[src/hw/rtl/cpu_alu_8bit_with_flags_assert.svh]
// Assertion macros used by the top-level RTL file of the 8-bit ALU.
`ifndef CPU_ALU_8BIT_WITH_FLAGS_ASSERT_SVH
`define CPU_ALU_8BIT_WITH_FLAGS_ASSERT_SVH

// Consequent must hold in the same cycle as the antecedent.
`define ALU8F_ASSERT_SAME(label, ante, cons) \
    label: assert property (@(posedge clk) disable iff (!rst_n) (ante) |-> (cons)) \
        else $error("ALU assertion failed in the same cycle");

// Consequent must hold in the cycle after the antecedent.
`define ALU8F_ASSERT_NEXT(label, ante, cons) \
    label: assert property (@(posedge clk) disable iff (!rst_n) (ante) |=> (cons)) \
        else $error("ALU assertion failed in the following cycle");

`endif

[src/hw/rtl/alu8f_pkg.sv]
// Package with the types, codes and constants of the 8-bit ALU.
`default_nettype none

package alu8f_pkg;

    localparam int FUNC_W      = 4;
    localparam int BYTE_W      = 8;
    localparam int IN_TDATA_W  = 24;
    localparam int OUT_TDATA_W = 16;

    localparam logic [3:0] NIBBLE_ALL_ONES = 4'hF;
    localparam logic [3:0] NIBBLE_ZERO     = 4'h0;

    typedef enum logic [FUNC_W-1:0] {
        FUNC_ADD = 4'd0,
        FUNC_ADC = 4'd1,
        FUNC_SUB = 4'd2,
        FUNC_SBC = 4'd3,
        FUNC_AND = 4'd4,
        FUNC_OR  = 4'd5,
        FUNC_CP  = 4'd6,
        FUNC_INC = 4'd7,
        FUNC_DEC = 4'd8,
        FUNC_CPL = 4'd9,
        FUNC_CCF = 4'd10
    } func_t;

    typedef struct packed {
        logic [FUNC_W-1:0] func;
        logic              carry_in;
        logic              zero_in;
        logic [BYTE_W-1:0] operand_b;
        logic [BYTE_W-1:0] operand_a;
    } in_item_t;

    typedef struct packed {
        logic              carry_out;
        logic              half_carry_out;
        logic              subtract_out;
        logic              zero_out;
        logic [BYTE_W-1:0] result;
    } res_item_t;

endpackage

`default_nettype wire

[src/hw/rtl/cpu_alu_8bit_with_flags.sv]
// Top level of the 8-bit accumulator ALU with Z, N, H and C flags.
//
//   Channel   Direction  Carries
//   s_axis    in         operation code in tuser, operands and Z, C flags in tdata
//   m_axis    out        8-bit result and Z, N, H, C flags in tdata
//
// One transaction is accepted per cycle while the input register is not stalled. Its result
// is presented on m_axis once it is stored in the result register.
// The input register feeds the ALU logic, whose output is stored in the result register.
// Back-pressure from the consumer can stall both of these two register stages.
// Reset clears both valid flags; no results are pending after reset.
// A stalled result register holds its data, and the input register still takes
// a transaction while it is empty.
`default_nettype none

`include "cpu_alu_8bit_with_flags_assert.svh"

module cpu_alu_8bit_with_flags
    import alu8f_pkg::*;
(
    input  logic                   clk,
    input  logic                   rst_n,
    input  logic                   s_axis_tvalid,
    output logic                   s_axis_tready,
    // operand_a [7:0], operand_b [15:8], zero_in [16], carry_in [17], zeros [23:18]
    input  logic [IN_TDATA_W-1:0]  s_axis_tdata,
    // func [3:0]
    input  logic [FUNC_W-1:0]      s_axis_tuser,
    output logic                   m_axis_tvalid,
    input  logic                   m_axis_tready,
    // result [7:0], zero_out [8], subtract_out [9], half_carry_out [10],
    // carry_out [11], zeros [15:12]
    output logic [OUT_TDATA_W-1:0] m_axis_tdata
);

    in_item_t  s_item;
    in_item_t  op_item;
    res_item_t alu_res;
    res_item_t m_item;
    logic      op_valid;
    logic      op_ready;

    assign s_item.func      = s_axis_tuser;
    assign s_item.carry_in  = s_axis_tdata[17];
    assign s_item.zero_in   = s_axis_tdata[16];
    assign s_item.operand_b = s_axis_tdata[15:8];
    assign s_item.operand_a = s_axis_tdata[7:0];

    alu8f_in_stage u_in_stage (
        .clk      (clk),
        .rst_n    (rst_n),
        .up_valid (s_axis_tvalid),
        .up_ready (s_axis_tready),
        .up_item  (s_item),
        .dn_valid (op_valid),
        .dn_ready (op_ready),
        .dn_item  (op_item)
    );

    alu8f_core u_core (
        .item (op_item),
        .res  (alu_res)
    );

    alu8f_out_stage u_out_stage (
        .clk      (clk),
        .rst_n    (rst_n),
        .up_valid (op_valid),
        .up_ready (op_ready),
        .up_item  (alu_res),
        .dn_valid (m_axis_tvalid),
        .dn_ready (m_axis_tready),
        .dn_item  (m_item)
    );

    assign m_axis_tdata = {4'd0, m_item};

    `ALU8F_ASSERT_NEXT(a_accept_fills_stage, s_axis_tvalid && s_axis_tready, op_valid)
    `ALU8F_ASSERT_NEXT(a_stalled_op_kept, op_valid && !op_ready, op_valid && $stable(op_item))
    `ALU8F_ASSERT_NEXT(a_moved_op_lands, op_valid && op_ready, m_axis_tvalid)
    `ALU8F_ASSERT_SAME(a_full_blocks_input, op_valid && m_axis_tvalid && !m_axis_tready, !s_axis_tready)

endmodule

`default_nettype wire

[src/hw/rtl/alu8f_core.sv]
// Combinational datapath of the ALU: result and Z, N, H, C flags.
`default_nettype none

module alu8f_core
    import alu8f_pkg::*;
(
    input  in_item_t  item,
    output res_item_t res
);

    logic        k_add;
    logic        k_sub;
    logic [8:0]  sum;
    logic [4:0]  nib_sum;
    logic [8:0]  diff;
    logic [4:0]  nib_diff;
    logic [7:0]  inc_val;
    logic [7:0]  dec_val;

    always_comb
    begin
        k_add    = (func_t'(item.func) == FUNC_ADC) ? item.carry_in : 1'b0;
        k_sub    = (func_t'(item.func) == FUNC_SBC) ? item.carry_in : 1'b0;
        sum      = {1'b0, item.operand_a} + {1'b0, item.operand_b} + {8'd0, k_add};
        nib_sum  = {1'b0, item.operand_a[3:0]} + {1'b0, item.operand_b[3:0]}
                 + {4'd0, k_add};
        diff     = {1'b0, item.operand_a} - {1'b0, item.operand_b} - {8'd0, k_sub};
        nib_diff = {1'b0, item.operand_a[3:0]} - {1'b0, item.operand_b[3:0]}
                 - {4'd0, k_sub};
        inc_val  = item.operand_a + 8'd1;
        dec_val  = item.operand_a - 8'd1;
    end

    always_comb
    begin
        res.result         = item.operand_a;
        res.zero_out       = item.zero_in;
        res.subtract_out   = 1'b0;
        res.half_carry_out = 1'b0;
        res.carry_out      = item.carry_in;
        unique case (func_t'(item.func))
            FUNC_ADD, FUNC_ADC:
            begin
                res.result         = sum[7:0];
                res.zero_out       = (sum[7:0] == 8'd0);
                res.half_carry_out = nib_sum[4];
                res.carry_out      = sum[8];
            end
            FUNC_SUB, FUNC_SBC, FUNC_CP:
            begin
                if (func_t'(item.func) != FUNC_CP)
                begin
                    res.result = diff[7:0];
                end
                res.zero_out       = (diff[7:0] == 8'd0);
                res.subtract_out   = 1'b1;
                res.half_carry_out = nib_diff[4];
                res.carry_out      = diff[8];
            end
            FUNC_AND:
            begin
                res.result         = item.operand_a & item.operand_b;
                res.zero_out       = ((item.operand_a & item.operand_b) == 8'd0);
                res.half_carry_out = 1'b1;
                res.carry_out      = 1'b0;
            end
            FUNC_OR:
            begin
                res.result    = item.operand_a | item.operand_b;
                res.zero_out  = ((item.operand_a | item.operand_b) == 8'd0);
                res.carry_out = 1'b0;
            end
            FUNC_INC:
            begin
                res.result         = inc_val;
                res.zero_out       = (inc_val == 8'd0);
                res.half_carry_out = (item.operand_a[3:0] == NIBBLE_ALL_ONES);
            end
            FUNC_DEC:
            begin
                res.result         = dec_val;
                res.zero_out       = (dec_val == 8'd0);
                res.subtract_out   = 1'b1;
                res.half_carry_out = (item.operand_a[3:0] == NIBBLE_ZERO);
            end
            FUNC_CPL:
            begin
                res.result         = ~item.operand_a;
                res.subtract_out   = 1'b1;
                res.half_carry_out = 1'b1;
            end
            FUNC_CCF:
            begin
                res.carry_out = ~item.carry_in;
            end
            default:
            begin
                res.result = item.operand_a;
            end
        endcase
    end

endmodule

`default_nettype wire

[src/hw/rtl/alu8f_in_stage.sv]
// Input register stage that captures one operation transaction.
`default_nettype none

module alu8f_in_stage
    import alu8f_pkg::*;
(
    input  logic     clk,
    input  logic     rst_n,
    input  logic     up_valid,
    output logic     up_ready,
    input  in_item_t up_item,
    output logic     dn_valid,
    input  logic     dn_ready,
    output in_item_t dn_item
);

    logic     valid_reg;
    logic     valid_next;
    in_item_t item_reg;

    assign up_ready   = !valid_reg || dn_ready;
    assign valid_next = up_ready ? up_valid : valid_reg;

    always_ff @(posedge clk or negedge rst_n)
    begin
        if (!rst_n)
        begin
            valid_reg <= 1'b0;
        end
        else
        begin
            valid_reg <= valid_next;
        end
    end

    always_ff @(posedge clk)
    begin
        if (up_valid && up_ready)
        begin
            item_reg <= up_item;
        end
    end

    assign dn_valid = valid_reg;
    assign dn_item  = item_reg;

endmodule

`default_nettype wire

[src/hw/rtl/alu8f_out_stage.sv]
// Result register stage that holds one result transaction for the consumer.
`default_nettype none

module alu8f_out_stage
    import alu8f_pkg::*;
(
    input  logic      clk,
    input  logic      rst_n,
    input  logic      up_valid,
    output logic      up_ready,
    input  res_item_t up_item,
    output logic      dn_valid,
    input  logic      dn_ready,
    output res_item_t dn_item
);

    logic      valid_reg;
    logic      valid_next;
    res_item_t item_reg;

    assign up_ready   = !valid_reg || dn_ready;
    assign valid_next = up_ready ? up_valid : valid_reg;

    always_ff @(posedge clk or negedge rst_n)
    begin
        if (!rst_n)
        begin
            valid_reg <= 1'b0;
        end
        else
        begin
            valid_reg <= valid_next;
        end
    end

    always_ff @(posedge clk)
    begin
        if (up_valid && up_ready)
        begin
            item_reg <= up_item;
        end
    end

    assign dn_valid = valid_reg;
    assign dn_item  = item_reg;

endmodule

`default_nettype wire

[config.mk]
export PLATFORM = sky130hd
export DESIGN_NAME = cpu_alu_8bit_with_flags
export DESIGN_NICKNAME = d
export VERILOG_FILES = /design/src/hw/rtl/alu8f_pkg.sv /design/src/hw/rtl/cpu_alu_8bit_with_flags.sv /design/src/hw/rtl/alu8f_core.sv /design/src/hw/rtl/alu8f_in_stage.sv /design/src/hw/rtl/alu8f_out_stage.sv
export VERILOG_INCLUDE_DIRS = /design/src /design/src/hw/rtl
export SDC_FILE = /design/constraint.sdc
export NUM_CORES = 1
export LEC_CHECK = 0
export BUFFER_PORTS_ARGS = -buffer_cell sky130_fd_sc_hd__clkbuf_2
export CORE_MARGIN = 8
export CORE_UTILIZATION = 60
export CTS_BUF_LIST = sky130_fd_sc_hd__clkbuf_4
export CTS_CLUSTER_SIZE = 28
export DETAILED_ROUTE_END_ITERATION = 16
export GPL_TIMING_DRIVEN = 0
export PLACE_DENSITY = 0.88
export SLEW_MARGIN = 40
export SYNTH_ARGS = -nofsm -noshare
export SYNTH_HDL_FRONTEND = slang
export SYNTH_SLANG_ARGS = --single-unit
[constraint.sdc]
create_clock -name clk -period 4 [get_ports clk]
set_clock_uncertainty 0.2 [all_clocks]
set_input_delay 0 -clock clk [delete_from_list [all_inputs] [get_ports clk]]
set_output_delay 0 -clock clk [all_outputs]
set_load 0.01 [all_outputs]
==> flow_summary.yaml <==
layout:
  n_diodes: 0
  area.sequential_mm2: 0.00107
  area_delta_synth_final_pct: 19.1
  n_fill_cell: 447
  layout_commonest_cell: "clkbuf_2"
  layout-drive-gt1-share_pct: 17.3
  finalNetCount: 532
  multiInputGateArea_mm2: 0.00216
  layout_common_cells: "40 x clkbuf_2, 37 x nor2_1, 35 x ha_1"
  final_core_util_pct: 74.0
drt:
  wl_per_cell_um: 20.1
  drc: 0
  route.antenna.remaining_nets: 0
  route.vias.total: 3297
  wl_mm: 10.7
  detail_route.iter0.violations: 417
  route.detailed.vias_per_inst: 6.17
  drt-pass1-iter-count: 5
placed_design:
  gp_routability_congestion: 0.970
  portBuffers: 39
  detailedPlacementHpwl_mm: 8.14
critical_path:
  timing.critical_path.fanout_max: 10
  timing_worst_setup_path_type: "register to register"
  cp_data_required_time_ns: 3.93
  arrival_ns: 3.73
  crit_path_end_kind: "register"
  start_kind: "register"
floorplan:
  core.rowCount: 27
  start_util_pct: 62.1
  floorplan.io_pins: 50
  die_area_mm2: 0.00842
  die_height_um: 91.7
  design.core.area_mm2: 0.00554
  die_w_um: 91.7
timing:
  final-hold-violation-count: 0
  maxClockFrequency_ghz: 0.263
  report.final.setup_viol: 0
  tns_ns: 0
  hold_slack_ns: 0.151
  max_slew.worst_pin.slew_ns: 0.812
  rsz0062_at_grt: "false"
  timing_max_transition_violations_final: 0
  period_share_pct: 95.1
  post-route-min-period_ns: 3.80
  maxSlewHeadroom_pct: 45.9
clock_network:
  clk_transition_reported_paths_ns: 0.13
  tritoncts_num_sinks: 36
  worstSkewPairLatency_ns: 0.36
  cts_root_buf: "clkbuf_4"
  cts-buffers-inserted: 5
  cts_tree: "yes"
  ctsLongestPathBuffers: 2
  cts_max_level: 2
synth:
  yosys_most_used_dff: "edfxtp_1"
  ys_async_sr_fraction_pct: 5.56
  synth_edf_count: 34
  synth.distinct_cells: 67
  ys_ff_latch: 36
  synth.cell_area_mm2: 0.00344
  ys_seq_area_share_pct: 31.1
  synth.avg_cell_area_um2: 8.92
  syn-instance-count: 386
  yosysWarningCount: 0
power:
  clkPwrFrac_pct: 22.8
  power_dens_cells_mw_per_mm2: 289
  switching_share_pct: 35.6
  p_leak_nw: 1.69
  power_spent_charging_and_discharging_nets_w: 0.000422
  p_seq_share_pct: 40.0
  comb_power_share_pct: 37.3
  p_total_w: 0.00119
  power.internal_w: 0.000764
  vdd.ir_drop.worst_v: 0.000187
global_route:
  wire_length_of_the_first_global_routing_pass_mm: 17.0
  maximum_number_of_pins_on_one_net_before_global_route_repair: 23
  grt_usage_pct: 25.4
  number_of_global_route_vias_before_repair: 3219
  antenna_violations_before_repair: 0
  overflow: 0
flow_run:
  cap_viol_max_count: 0
hold_path:
  timing.hold.worst.class: "input port to register"
outcome:
  status: "completed"
## per-stage QoR
stage | worst slack [ns] | instance area, um2 | instances
2_1_floorplan | 0.706 | 3450 | 389
3_3_place_gp | -0.0291 | 3740 | 500
3_5_place_dp | -0.0230 | 3740 | 500
4_1_cts | 0.0640 | 4090 | 535
5_1_grt | 0.0153 | 4100 | 534
6_report | 0.196 | 4100 | 534
## final cells by class
cell class	count	share of cell area (%)
sequential	36	26.1
buffer	22	3.27
inverter	27	2.47
tap	72	2.20
multi-input combinational	303	52.6
clock inverter	3	1.04
timing repair buffer	66	11.4
clock buffer	5	0.916
## sequential cells by signal (all words and copies together) (netlist names)
signal                flops
u_in_stage.dn_item       22
u_in_stage.dn_valid       1
u_out_stage.dn_item      12
u_out_stage.dn_valid      1
## critical path, cell delays in order, from the launching register on
cell      delay [ns]
edfxtp_1        0.52
clkbuf_1        0.40
clkbuf_2        0.32
nor2_1          0.07
nand2_1         0.10
fa_1            0.44
ha_1            0.20
o21ai_1         0.20
nand3_1         0.15
and3_1          0.19
a311oi_1        0.32
a21oi_1         0.12
o32a_1          0.35
## final timing paths
path                                   startpoint                endpoint  slack, ns  cells past startpoint
max                        u_in_stage.dn_item[21]  u_out_stage.dn_item[7]       0.20                     12
min                              s_axis_tdata[17]  u_in_stage.dn_item[17]       0.15                      2
max reg2reg                u_in_stage.dn_item[21]  u_out_stage.dn_item[7]       0.20                     12
min reg2reg                   u_in_stage.dn_valid    u_out_stage.dn_valid       0.30                      1
max in group asynchronous                   rst_n    u_out_stage.dn_valid       3.17                      3
min in group asynchronous                   rst_n     u_in_stage.dn_valid       0.29                      3
## synthesized netlist by cell type, drive strengths merged, types with 3 or more instances
| cell type | number | area, um2 |
|---|---|---|
| a211oi | 6 | 45.0 |
| a21o | 3 | 22.5 |
| a21oi | 22 | 110 |
| a22oi | 3 | 22.5 |
| a31oi | 6 | 37.5 |
| and2 | 3 | 18.8 |
| and3 | 4 | 25.0 |
| and4 | 3 | 27.5 |
| buf | 16 | 110 |
| clkbuf | 7 | 26.3 |
| edfxtp | 34 | 1020 |
| fa | 4 | 80.1 |
| ha | 35 | 438 |
| inv | 26 | 97.6 |
| nand2 | 21 | 78.8 |
| nand2b | 13 | 81.3 |
| nand3 | 12 | 60.1 |
| nand4 | 4 | 25.0 |
| nor2 | 39 | 149 |
| nor2b | 4 | 25.0 |
| nor3 | 11 | 60.1 |
| nor4b | 3 | 32.5 |
| o2111ai | 3 | 26.3 |
| o211ai | 3 | 22.5 |
| o21ai | 32 | 160 |
| o22ai | 3 | 18.8 |
| o32a | 3 | 30.0 |
| or3 | 3 | 18.8 |
| xnor2 | 18 | 158 |
| xor2 | 6 | 52.6 |
## what timing repair did
action,4_1_cts,5_1_grt
hold endpoints to repair,26,0
buffers inserted,0,0
resized for setup,1,4
hold buffers,27,0
setup endpoints to repair,1,2
## cells by family (layout without fill, tap and decap cells)
kind of cell	count (synthesis)	after routing	share of synthesized area (%)
muxes	2	2	0.618
AOI/OAI and AO/OA	103	103	19.7
buffers and inverters	50	123	6.91
xor gates and xnor gates	24	24	6.11
and+or+nand+nor	131	131	20.4
adders and majority gates	39	39	15.0
DFF	36	36	31.1
other	1	4	0.109
## routing by layer
| metal | GRT usage, % | vias up | wire (um) |
|---|---|---|---|
| li1 | - | 1543 | - |
| met1 | 31.7 | 1572 | 4460 |
| met2 | 42.4 | 160 | 5170 |
| met3 | 5.62 | 22 | 869 |
| met4 | 8.72 | 0 | 226 |
| met5 | 0 | - | 0 |
## power groups by stage
stage	combinational, W	sequential (W)	clock, W
after detailed placement	0.000406	0.000481	0
after global placement	0.000397	0.000481	0
after CTS	0.000430	0.000473	0.000269
after global routing	0.000481	0.000477	0.000283
after floorplan	0.000283	0.000483	0
final	0.000442	0.000474	0.000270
Note: power is estimated with default switching activity, not from simulation.
